`src/rtl/joystick_average_deadzone_mapper_defines.svh`:
```
// ----------------------------------------------------------------------------
// Joystick mapper assertion macros
// Shared concurrent assertion forms; clk and rst_n come from the using scope.
// ----------------------------------------------------------------------------
`ifndef JOYSTICK_AVERAGE_DEADZONE_MAPPER_DEFINES_SVH
`define JOYSTICK_AVERAGE_DEADZONE_MAPPER_DEFINES_SVH

// same-cycle implication
`define JADM_ASSERT_IMP(lbl, ante, cons, msg) \
  lbl: assert property (@(posedge clk) disable iff (!rst_n) (ante) |-> (cons)) \
    else $error(msg);

// next-cycle implication
`define JADM_ASSERT_NEXT(lbl, ante, cons, msg) \
  lbl: assert property (@(posedge clk) disable iff (!rst_n) (ante) |=> (cons)) \
    else $error(msg);

`endif

```
`src/rtl/jadm_pkg.sv`:
```
// ----------------------------------------------------------------------------
// Joystick mapper package
// Field widths, codes and fixed reciprocal constants.
// ----------------------------------------------------------------------------
`timescale 1ns / 1ps

package jadm_pkg;

  localparam int SAMPLE_W   = 12;
  localparam int SPEED_W    = 7;
  localparam int HEAD_W     = 2;
  localparam int LIGHT_W    = 7;
  localparam int IN_DATA_W  = 40;
  localparam int OUT_DATA_W = 16;
  localparam int CFG_IDX_W  = 1;

  // out_tdata bit positions
  localparam int SPEED_LSB = 0;
  localparam int HEAD_LSB  = SPEED_LSB + SPEED_W;
  localparam int LIGHT_LSB = HEAD_LSB + HEAD_W;

  typedef logic [SAMPLE_W-1:0] sample_t;

  typedef enum logic [HEAD_W-1:0] {
    HEAD_NORTH = 2'd0,
    HEAD_EAST  = 2'd1,
    HEAD_SOUTH = 2'd2,
    HEAD_WEST  = 2'd3
  } heading_t;

  localparam logic [CFG_IDX_W-1:0] CFG_CENTRE   = 1'b0;
  localparam logic [CFG_IDX_W-1:0] CFG_DEADZONE = 1'b1;

  localparam sample_t CENTRE_RESET   = 12'd2048;
  localparam sample_t DEADZONE_RESET = 12'd800;

  localparam logic [SPEED_W-1:0] PERCENT_MAX = 7'd100;

  // light: floor(ls*100/4095) as (ls*100) * ceil(2^31/4095) >> 31
  localparam int LIGHT_PROD_W  = 19;
  localparam int LIGHT_K       = 31;
  localparam int LIGHT_RECIP_W = 20;
  localparam int LIGHT_MUL_W   = LIGHT_PROD_W + LIGHT_RECIP_W;
  localparam logic [LIGHT_RECIP_W-1:0] LIGHT_RECIP =
    LIGHT_RECIP_W'(((64'd1 << LIGHT_K) + 64'd4094) / 64'd4095);
  localparam logic [LIGHT_PROD_W-1:0] LIGHT_SCALE = 19'd100;

  // speed: dev*100/1000 == floor(dev/10), via ceil(2^16/10) >> 16
  localparam int DEV_K       = 16;
  localparam int DEV_RECIP_W = 13;
  localparam int DEV_MUL_W   = SAMPLE_W + DEV_RECIP_W;
  localparam int SPEED_Q_W   = 9;
  localparam logic [DEV_RECIP_W-1:0] DEV_RECIP =
    DEV_RECIP_W'(((64'd1 << DEV_K) + 64'd9) / 64'd10);

  typedef struct packed {
    logic filled_now;
    logic filled_next;
  } win_status_t;

endpackage

```
`src/rtl/jadm_ram.sv`:
```
// ----------------------------------------------------------------------------
// Generic RAM
// One write port, one read port, registered read data.
// ----------------------------------------------------------------------------
`timescale 1ns / 1ps

module jadm_ram #(
  parameter int WIDTH = 24,
  parameter int DEPTH = 16
) (
  input  logic                     clk,
  input  logic                     wr_en,
  input  logic [$clog2(DEPTH)-1:0] wr_addr,
  input  logic [WIDTH-1:0]         wr_data,
  input  logic [$clog2(DEPTH)-1:0] rd_addr,
  output logic [WIDTH-1:0]         rd_data
);

  logic [WIDTH-1:0] mem [DEPTH];

  always_ff @(posedge clk) begin
    if (wr_en) begin
      mem[wr_addr] <= wr_data;
    end
    rd_data <= mem[rd_addr];
  end

endmodule

```
`src/rtl/jadm_window.sv`:
```
// ----------------------------------------------------------------------------
// Moving-average window
// Sample ring in RAM, running sums, write pointer and fill flag.
// ----------------------------------------------------------------------------
`timescale 1ns / 1ps

module jadm_window import jadm_pkg::*; #(
  parameter int WINDOW_LENGTH = 16
) (
  input  logic                                    clk,
  input  logic                                    rst_n,
  input  logic                                    accept,
  input  sample_t                                 x_sample,
  input  sample_t                                 y_sample,
  output logic [SAMPLE_W+$clog2(WINDOW_LENGTH)-1:0] x_sum_nxt,
  output logic [SAMPLE_W+$clog2(WINDOW_LENGTH)-1:0] y_sum_nxt,
  output win_status_t                             status
);

  localparam int PTR_W = $clog2(WINDOW_LENGTH);
  localparam int SUM_W = SAMPLE_W + PTR_W;

  logic [PTR_W-1:0]      pos_r, pos_nxt;
  logic                  filled_r, filled_nxt;
  logic [SUM_W-1:0]      x_sum_r, y_sum_r;
  logic [2*SAMPLE_W-1:0] rd_data;
  sample_t               x_old, y_old;
  logic                  wrap;

  // the read runs one entry ahead so the oldest sample is ready on accept
  jadm_ram #(
    .WIDTH (2 * SAMPLE_W),
    .DEPTH (WINDOW_LENGTH)
  ) u_ring (
    .clk     (clk),
    .wr_en   (accept),
    .wr_addr (pos_r),
    .wr_data ({y_sample, x_sample}),
    .rd_addr (pos_nxt),
    .rd_data (rd_data)
  );

  always_comb begin
    wrap       = (pos_r == PTR_W'(WINDOW_LENGTH - 1));
    pos_nxt    = pos_r;
    filled_nxt = filled_r;
    if (accept) begin
      pos_nxt = wrap ? '0 : pos_r + PTR_W'(1);
      if (wrap) begin
        filled_nxt = 1'b1;
      end
    end
  end

  // entries not yet written in the first pass read as zero
  always_comb begin
    x_old     = filled_r ? rd_data[SAMPLE_W-1:0] : '0;
    y_old     = filled_r ? rd_data[2*SAMPLE_W-1:SAMPLE_W] : '0;
    x_sum_nxt = x_sum_r;
    y_sum_nxt = y_sum_r;
    if (accept) begin
      x_sum_nxt = x_sum_r - SUM_W'(x_old) + SUM_W'(x_sample);
      y_sum_nxt = y_sum_r - SUM_W'(y_old) + SUM_W'(y_sample);
    end
  end

  always_ff @(posedge clk) begin
    if (!rst_n) begin
      pos_r    <= '0;
      filled_r <= 1'b0;
      x_sum_r  <= '0;
      y_sum_r  <= '0;
    end else begin
      pos_r    <= pos_nxt;
      filled_r <= filled_nxt;
      x_sum_r  <= x_sum_nxt;
      y_sum_r  <= y_sum_nxt;
    end
  end

  assign status.filled_now  = filled_r;
  assign status.filled_next = filled_nxt;

endmodule

```
`src/rtl/joystick_average_deadzone_mapper.sv`:
```
// Pipeline: an accepted request passes registers p1, p2, p3, p4 and then the output register
// (window update, average multiply, deviation, deadzone/light quotient, speed scale).
// Throughput: one request per cycle; each stage stalls only if the one after is full.
// Reset: centre 2048, deadzone 800, window empty, heading north; the sample ring
// is not cleared, unwritten entries are masked by the fill flag.
// ----------------------------------------------------------------------------
// Joystick average deadzone mapper
// Moving-average X/Y with deadzone to speed and heading, plus light percent.
// ----------------------------------------------------------------------------
`timescale 1ns / 1ps

`include "joystick_average_deadzone_mapper_defines.svh"

module joystick_average_deadzone_mapper import jadm_pkg::*; #(
  parameter int WINDOW_LENGTH = 16
) (
  input  logic                  clk,
  input  logic                  rst_n,
  input  logic                  in_tvalid,
  output logic                  in_tready,
  // [11:0] x_sample, [23:12] y_sample, [35:24] light_sample, [39:36] zero
  input  logic [IN_DATA_W-1:0]  in_tdata,
  output logic                  out_tvalid,
  input  logic                  out_tready,
  // [6:0] speed_percent, [8:7] heading, [15:9] light_percent
  output logic [OUT_DATA_W-1:0] out_tdata,
  input  logic                  cfg_we,
  input  logic [CFG_IDX_W-1:0]  cfg_index,
  input  logic [SAMPLE_W-1:0]   cfg_wdata
);

  localparam int PTR_W = $clog2(WINDOW_LENGTH);
  localparam int SUM_W = SAMPLE_W + PTR_W;
  localparam int AVG_K = SUM_W + PTR_W;
  localparam int M_W   = SUM_W + 1;
  localparam int AVG_MUL_W = SUM_W + M_W;
  localparam logic [M_W-1:0] AVG_RECIP =
    M_W'(((64'd1 << AVG_K) + 64'(WINDOW_LENGTH) - 64'd1) / 64'(WINDOW_LENGTH));

  // configuration
  sample_t centre_r, deadzone_r;

  always_ff @(posedge clk) begin
    if (!rst_n) begin
      centre_r   <= CENTRE_RESET;
      deadzone_r <= DEADZONE_RESET;
    end else if (cfg_we) begin
      unique case (cfg_index)
        CFG_CENTRE:   centre_r   <= cfg_wdata;
        CFG_DEADZONE: deadzone_r <= cfg_wdata;
        default:      ;
      endcase
    end
  end

  // stage ready chain
  logic p1_v_r, p2_v_r, p3_v_r, p4_v_r, out_v_r;
  logic rdy2, rdy3, rdy4, rdy_out, in_acc;

  assign rdy_out   = !out_v_r || out_tready;
  assign rdy4      = !p4_v_r || rdy_out;
  assign rdy3      = !p3_v_r || rdy4;
  assign rdy2      = !p2_v_r || rdy3;
  assign in_tready = !p1_v_r || rdy2;
  assign in_acc    = in_tvalid && in_tready;

  // stage 0: window update
  sample_t          in_x, in_y, in_l;
  logic [SUM_W-1:0] x_sum_nxt, y_sum_nxt;
  win_status_t      win_st;

  assign in_x = in_tdata[SAMPLE_W-1:0];
  assign in_y = in_tdata[2*SAMPLE_W-1:SAMPLE_W];
  assign in_l = in_tdata[3*SAMPLE_W-1:2*SAMPLE_W];

  jadm_window #(
    .WINDOW_LENGTH (WINDOW_LENGTH)
  ) u_window (
    .clk       (clk),
    .rst_n     (rst_n),
    .accept    (in_acc),
    .x_sample  (in_x),
    .y_sample  (in_y),
    .x_sum_nxt (x_sum_nxt),
    .y_sum_nxt (y_sum_nxt),
    .status    (win_st)
  );

  sample_t          p1_x_r, p1_y_r, p1_l_r;
  logic [SUM_W-1:0] p1_xsum_r, p1_ysum_r;
  logic             p1_filled_r;

  always_ff @(posedge clk) begin
    if (in_tready) begin
      p1_x_r      <= in_x;
      p1_y_r      <= in_y;
      p1_l_r      <= in_l;
      p1_xsum_r   <= x_sum_nxt;
      p1_ysum_r   <= y_sum_nxt;
      p1_filled_r <= win_st.filled_next;
    end
  end

  // stage 1: averages (reciprocal multiply) and light scale
  logic [AVG_MUL_W-1:0]    x_prod, y_prod;
  sample_t                 x_avg_nxt, y_avg_nxt;
  logic [LIGHT_PROD_W-1:0] l100_nxt;
  sample_t                 p2_xavg_r, p2_yavg_r;
  logic [LIGHT_PROD_W-1:0] p2_l100_r;

  always_comb begin
    x_prod    = AVG_MUL_W'(p1_xsum_r) * AVG_MUL_W'(AVG_RECIP);
    y_prod    = AVG_MUL_W'(p1_ysum_r) * AVG_MUL_W'(AVG_RECIP);
    x_avg_nxt = p1_filled_r ? x_prod[AVG_K +: SAMPLE_W] : p1_x_r;
    y_avg_nxt = p1_filled_r ? y_prod[AVG_K +: SAMPLE_W] : p1_y_r;
    l100_nxt  = LIGHT_PROD_W'(p1_l_r) * LIGHT_SCALE;
  end

  always_ff @(posedge clk) begin
    if (rdy2) begin
      p2_xavg_r <= x_avg_nxt;
      p2_yavg_r <= y_avg_nxt;
      p2_l100_r <= l100_nxt;
    end
  end

  // stage 2: deviation from centre, magnitude and sign
  logic signed [SAMPLE_W:0] dx, dy;
  sample_t                  ax_nxt, ay_nxt;
  sample_t                  p3_ax_r, p3_ay_r;
  logic                     p3_xpos_r, p3_ypos_r;
  logic [LIGHT_PROD_W-1:0]  p3_l100_r;

  always_comb begin
    dx     = $signed({1'b0, p2_xavg_r}) - $signed({1'b0, centre_r});
    dy     = $signed({1'b0, p2_yavg_r}) - $signed({1'b0, centre_r});
    ax_nxt = dx[SAMPLE_W] ? SAMPLE_W'(-dx) : dx[SAMPLE_W-1:0];
    ay_nxt = dy[SAMPLE_W] ? SAMPLE_W'(-dy) : dy[SAMPLE_W-1:0];
  end

  always_ff @(posedge clk) begin
    if (rdy3) begin
      p3_ax_r   <= ax_nxt;
      p3_ay_r   <= ay_nxt;
      p3_xpos_r <= !dx[SAMPLE_W] && (dx != '0);
      p3_ypos_r <= !dy[SAMPLE_W] && (dy != '0);
      p3_l100_r <= p2_l100_r;
    end
  end

  // stage 3: deadzone, heading candidate, light quotient
  sample_t                 dev_max, dev_nxt;
  heading_t                cand_nxt;
  logic [LIGHT_MUL_W-1:0]  light_prod;
  logic [LIGHT_W-1:0]      light_nxt;
  sample_t                 p4_dev_r;
  heading_t                p4_cand_r;
  logic [LIGHT_W-1:0]      p4_light_r;

  always_comb begin
    dev_max = (p3_ax_r > p3_ay_r) ? p3_ax_r : p3_ay_r;
    dev_nxt = (dev_max < deadzone_r) ? '0 : dev_max - deadzone_r;
    // ties go to X
    if (p3_ax_r >= p3_ay_r) begin
      cand_nxt = p3_xpos_r ? HEAD_EAST : HEAD_WEST;
    end else begin
      cand_nxt = p3_ypos_r ? HEAD_SOUTH : HEAD_NORTH;
    end
    light_prod = LIGHT_MUL_W'(p3_l100_r) * LIGHT_MUL_W'(LIGHT_RECIP);
    light_nxt  = PERCENT_MAX - light_prod[LIGHT_K +: LIGHT_W];
  end

  always_ff @(posedge clk) begin
    if (rdy4) begin
      p4_dev_r   <= dev_nxt;
      p4_cand_r  <= cand_nxt;
      p4_light_r <= light_nxt;
    end
  end

  // stage 4: speed scale and saturation, heading hold
  logic [DEV_MUL_W-1:0]  speed_prod;
  logic [SPEED_Q_W-1:0]  speed_q;
  logic [SPEED_W-1:0]    speed_nxt;
  heading_t              head_nxt, held_r;
  logic [OUT_DATA_W-1:0] out_tdata_r;
  logic                  out_load;

  always_comb begin
    speed_prod = DEV_MUL_W'(p4_dev_r) * DEV_MUL_W'(DEV_RECIP);
    speed_q    = speed_prod[DEV_K +: SPEED_Q_W];
    speed_nxt  = (speed_q > SPEED_Q_W'(PERCENT_MAX)) ? PERCENT_MAX : speed_q[SPEED_W-1:0];
    head_nxt   = (p4_dev_r != '0) ? p4_cand_r : held_r;
  end

  assign out_load = rdy_out && p4_v_r;

  always_ff @(posedge clk) begin
    if (out_load) begin
      out_tdata_r <= {p4_light_r, head_nxt, speed_nxt};
    end
  end

  always_ff @(posedge clk) begin
    if (!rst_n) begin
      p1_v_r  <= 1'b0;
      p2_v_r  <= 1'b0;
      p3_v_r  <= 1'b0;
      p4_v_r  <= 1'b0;
      out_v_r <= 1'b0;
      held_r  <= HEAD_NORTH;
    end else begin
      if (in_tready) p1_v_r  <= in_tvalid;
      if (rdy2)      p2_v_r  <= p1_v_r;
      if (rdy3)      p3_v_r  <= p2_v_r;
      if (rdy4)      p4_v_r  <= p3_v_r;
      if (rdy_out)   out_v_r <= p4_v_r;
      if (out_load)  held_r  <= head_nxt;
    end
  end

  assign out_tvalid = out_v_r;
  assign out_tdata  = out_tdata_r;

  `JADM_ASSERT_IMP(a_head_tracks_held, out_v_r, out_tdata_r[HEAD_LSB +: HEAD_W] == held_r, "output heading differs from held heading")
  `JADM_ASSERT_NEXT(a_filled_sticky, win_st.filled_now, win_st.filled_now, "window fill flag dropped")
  `JADM_ASSERT_IMP(a_percent_range, out_v_r, (out_tdata_r[SPEED_LSB +: SPEED_W] <= PERCENT_MAX) && (out_tdata_r[LIGHT_LSB +: LIGHT_W] <= PERCENT_MAX), "percentage above 100")

endmodule
```
`config.mk`:
```
export PLATFORM = sky130hd
export DESIGN_NAME = joystick_average_deadzone_mapper
export DESIGN_NICKNAME = d
export VERILOG_FILES = /design/src/rtl/jadm_pkg.sv /design/src/rtl/jadm_ram.sv /design/src/rtl/jadm_window.sv /design/src/rtl/joystick_average_deadzone_mapper.sv
export VERILOG_INCLUDE_DIRS = /design/src /design/src/rtl
export SDC_FILE = /design/constraint.sdc
export NUM_CORES = 1
export LEC_CHECK = 0
export BUFFER_PORTS_ARGS = -buffer_cell sky130_fd_sc_hd__buf_2
export CELL_PAD_IN_SITES_DETAIL_PLACEMENT = 0
export CELL_PAD_IN_SITES_GLOBAL_PLACEMENT = 1
export CORE_ASPECT_RATIO = 0.5
export CORE_UTILIZATION = 45
export CTS_CLUSTER_SIZE = 24
export DETAILED_ROUTE_END_ITERATION = 7
export GPL_TIMING_DRIVEN = 0
export HOLD_SLACK_MARGIN = 0.1
export PLACE_DENSITY = 0.77
export SETUP_SLACK_MARGIN = 0.1
export SLEW_MARGIN = 20
export SYNTH_ARGS = -nofsm -noshare
export SYNTH_HDL_FRONTEND = slang
export SYNTH_SLANG_ARGS = --single-unit
```
`constraint.sdc`:
```
create_clock -name clk -period 4.7 [get_ports clk]
set_input_delay 0.94 -clock clk [delete_from_list [all_inputs] [get_ports clk]]
set_output_delay 0.94 -clock clk [all_outputs]
set_load 0.01 [all_outputs]
```
==> metrics.yaml <==
run_status: "finished, violations left"
violations: "negative setup slack"
viasPerCell: 5.347
netlist-cell-type-count: 73
grt_pass1_vias: 19530
multiInputGateArea_mm2: 0.01334
drv_cap: 0
yosys.area.top_type: "edfxtp_1"
grt_pass1_wl_um: 109000
ir_worst_vdd_uv: 852.0
area_growth_pct: 13.96
setup_ws_ns: -0.4009
fin_nets: 3004
grt_max_degree: 45
rr_startpoint: "p4_dev_r[2]$_SDFFCE_PN0P_"
syn-num-nets: 2814
clock_latency_ns: 0.65
syn_area_mm2: 0.03320
dpl_worst_slack_ns: -0.6912
die_x_um: 386.1
min_to: "p3_l100_r[5]$_DFFE_PP_"
drive_gt1_share_pct: 17.59
min-delay-start: "p2_l100_r[5]$_DFFE_PP_"
ys_seq_area_share_pct: 56.74
gr-total-overflow: 0
cts_hold_buffers: 0
slew_viol_final: 0
finalWirelength_um: 69740
crit_fanout: 3
netlist_instances: 2409
drtAntennaViolNets: 0
worstReg2RegEnd: "out_tdata[2]$_SDFFCE_PN1P_"
io_pins: 76
nFillCells: 5971
numCtsBuffers: 59
leakage_nw: 14.86
gp_congestion: 0.8611
worst_pin_slew_ns: 0.9187
yosys_warnings: 0
synth.ff_latch_count: 658
endpoint_kind: "flip-flop"
layout_min_cycle_time_ns: 5.101
drc: 0
async_flop_share_pct: 0
drt_iter0_drc: 1424
start_util_pct: 46.11
wl_per_cell_um: 19.33
synthTopCellsByArea: "edfxtp_1 (51%), ha_1 (10%), mux4_2 (6.5%)"
layout.area.seq_mm2: 0.01884
clock-sinks: 658
rrSetupSlack_ns: -0.40
yosysTopAreaCellShare_pct: 51.20
antenna_found_initial: 5
critPathKind: "flip-flop to flip-flop"
core_mm2: 0.07200
portBuffers: 70
hp-class: "flip-flop to flip-flop"
setup_viol: 7
synth_common_cells: "edfxtp_1 (566), inv_1 (297), ha_1 (276)"
dieArea_mm2: 0.07493
fmax_mhz: 196.0
crit_arrival_ns: 5.44
hold_slack_ns: 0.4178
cts_buffer_depth: 3
htreeDepth: 2
route.vias.total: 19300
synth_edf_count: 566
skew_ns: 0.05658
timing.final.crit_share_pct: 108.5
powerDensity_mw_per_mm2: 678.6
clk_pin_slew_worst_paths_ns: 0.07
cp-start-kind: "flip-flop"
dr.pass1.iters: 5
synth_ff_type: "edfxtp_1"
cts_root_buf: "clkbuf_16"
worstHoldPathCells: 0
cts_tree: "yes"
die_y_um: 194.1
required_ns: 5.04
fin_setup_tns_ns: -1.458
r2r_cells: 18
rsz0062_at_grt: "yes"
post-synth-top-count-cell: "edfxtp_1"
hpwl_um: 49760
max-slew-margin-rel_pct: 38.60
rows: 69
track_usage_pct: 18.91
syn_area_per_cell_um2: 13.78
hold_viol_final: 0
## area by class of cell
type,count,area share [%]
diodes,2,0.01323
plain buffers,66,0.9029
clock buffers,77,4.296
clock inverters,34,0.7904
inverters,299,2.980
multi-input cells,1386,35.27
flip-flops and latches,658,49.80
well taps,958,3.168
repair buffers,129,2.788
## routing by layer
metal / vias to the layer above / global-route usage, % / wire length (um)
li1: 9255 / - / -
met4: 4 / 5.585 / 1812
met5: - / 0 / 33
met3: 114 / 3.660 / 3745
met2: 436 / 31.60 / 33420
met1: 9488 / 25.00 / 30730
## timing repair
action / CTS / global route
buffers inserted: 24 / 7
gates resized for setup: 36 / 28
setup endpoints to repair: 19 / 68
pin swaps: 25 / 18
gates cloned: 0 / 1
## worst max path at each step
stage               depth (start not counted)                 startpoint  slack, ns                                    to
finish                                     18  p4_dev_r[2]$_SDFFCE_PN0P_      -0.40            out_tdata[2]$_SDFFCE_PN1P_
CTS                                        18  p4_dev_r[3]$_SDFFCE_PN0P_      -0.41            out_tdata[2]$_SDFFCE_PN1P_
detailed placement                         19       p3_ax_r[9]$_DFFE_PP_      -0.69             p4_dev_r[3]$_SDFFCE_PN0P_
floorplan                                  18  p4_dev_r[7]$_SDFFCE_PN0P_      -0.22            out_tdata[2]$_SDFFCE_PN1P_
global placement                            9                 out_tready      -2.61  u_window.u_ring.mem[1][19]$_DFFE_PP_
global route                               18  p4_dev_r[2]$_SDFFCE_PN0P_      -0.56            out_tdata[2]$_SDFFCE_PN1P_
## layout by cell type (no fill, tap or decap), types with 12 or more instances in the layout
| master | count |
|---|---|
| a21o_1 | 23 |
| mux2_2 | 38 |
| clkbuf_16 | 60 |
| xnor2_1 | 53 |
| edfxtp_1 | 566 |
| fa_1 | 71 |
| mux4_2 | 96 |
| nor2b_1 | 16 |
| nand2_1 | 149 |
| nor3_1 | 26 |
| o211ai_1 | 14 |
| clkbuf_1 | 46 |
| buf_4 | 50 |
| and2_1 | 44 |
| a22oi_1 | 49 |
| nor2_4 | 12 |
| nand2b_1 | 14 |
| ha_1 | 264 |
| nand3_1 | 24 |
| and3_1 | 17 |
| o21ai_0 | 36 |
| or3_1 | 12 |
| a21oi_1 | 102 |
| a31oi_1 | 24 |
| nor2_1 | 73 |
| inv_1 | 287 |
| buf_2 | 85 |
| xor2_1 | 27 |
| dfxtp_1 | 92 |
| clkinv_1 | 14 |
| nand4_1 | 12 |
## logic make-up (layout without fill, tap and decap cells)
logic type,Yosys count,in the layout,synth area share [%]
AO/OA/AOI/OAI,364,364,7.376
other,0,2,0
XOR/XNOR,80,80,2.111
adder cells (fa/ha/maj),347,347,14.68
multiplexers,145,145,8.133
AND/OR/NAND/NOR,450,450,6.569
flip-flops,658,658,56.74
buffers and inverters,365,605,4.383
## through the flow
stage / utilization (%) / instances / area (um2) / total power, mW
after global routing: 52.54 / 3609 / 37830 / 28.02
after detailed placement: 49.12 / 3464 / 35360 / 19.08
after global placement: 48.29 / 3437 / 34770 / 18.93
after CTS: 52.27 / 3599 / 37630 / 25.34
final: 52.54 / 3609 / 37830 / 25.67
after floorplan: - / 2409 / 33220 / 16.52
## power by group
| part | internal, mW | total [mW] | leakage [nW] | switching [mW] |
|---|---|---|---|---|
| Combinational | 6.13 | 13.2 | 7.76 | 7.11 |
| Clock | 2.62 | 4.78 | 0.935 | 2.16 |
| Sequential | 7.28 | 7.65 | 6.16 | 0.370 |
| Total | 16.0 | 25.7 | 14.9 | 9.64 |
## critical path, stage by stage, from the launching register on
cell	delay, ns
edfxtp_1	0.44
buf_4	0.18
ha_4	0.21
xor2_1	0.15
ha_1	0.19
a21o_1	0.18
fa_1	0.49
fa_1	0.54
inv_1	0.05
fa_1	0.52
inv_2	0.05
ha_4	0.21
nand4_1	0.13
nor2_2	0.07
a211o_1	0.31
or4_1	0.39
and3_4	0.16
a211o_1	0.26
a211o_1	0.28
## registers in the layout, indices dropped and copies added, names as in the netlist, 16 cells and up, named ones only
| register | count |
|---|---|
| out_tdata | 16 |
| u_window.u_ring.rd_data | 24 |
| u_window.u_ring.mem | 384 |
| p2_l100_r | 17 |
| p3_l100_r | 17 |
(Power assumes the default switching activity.)
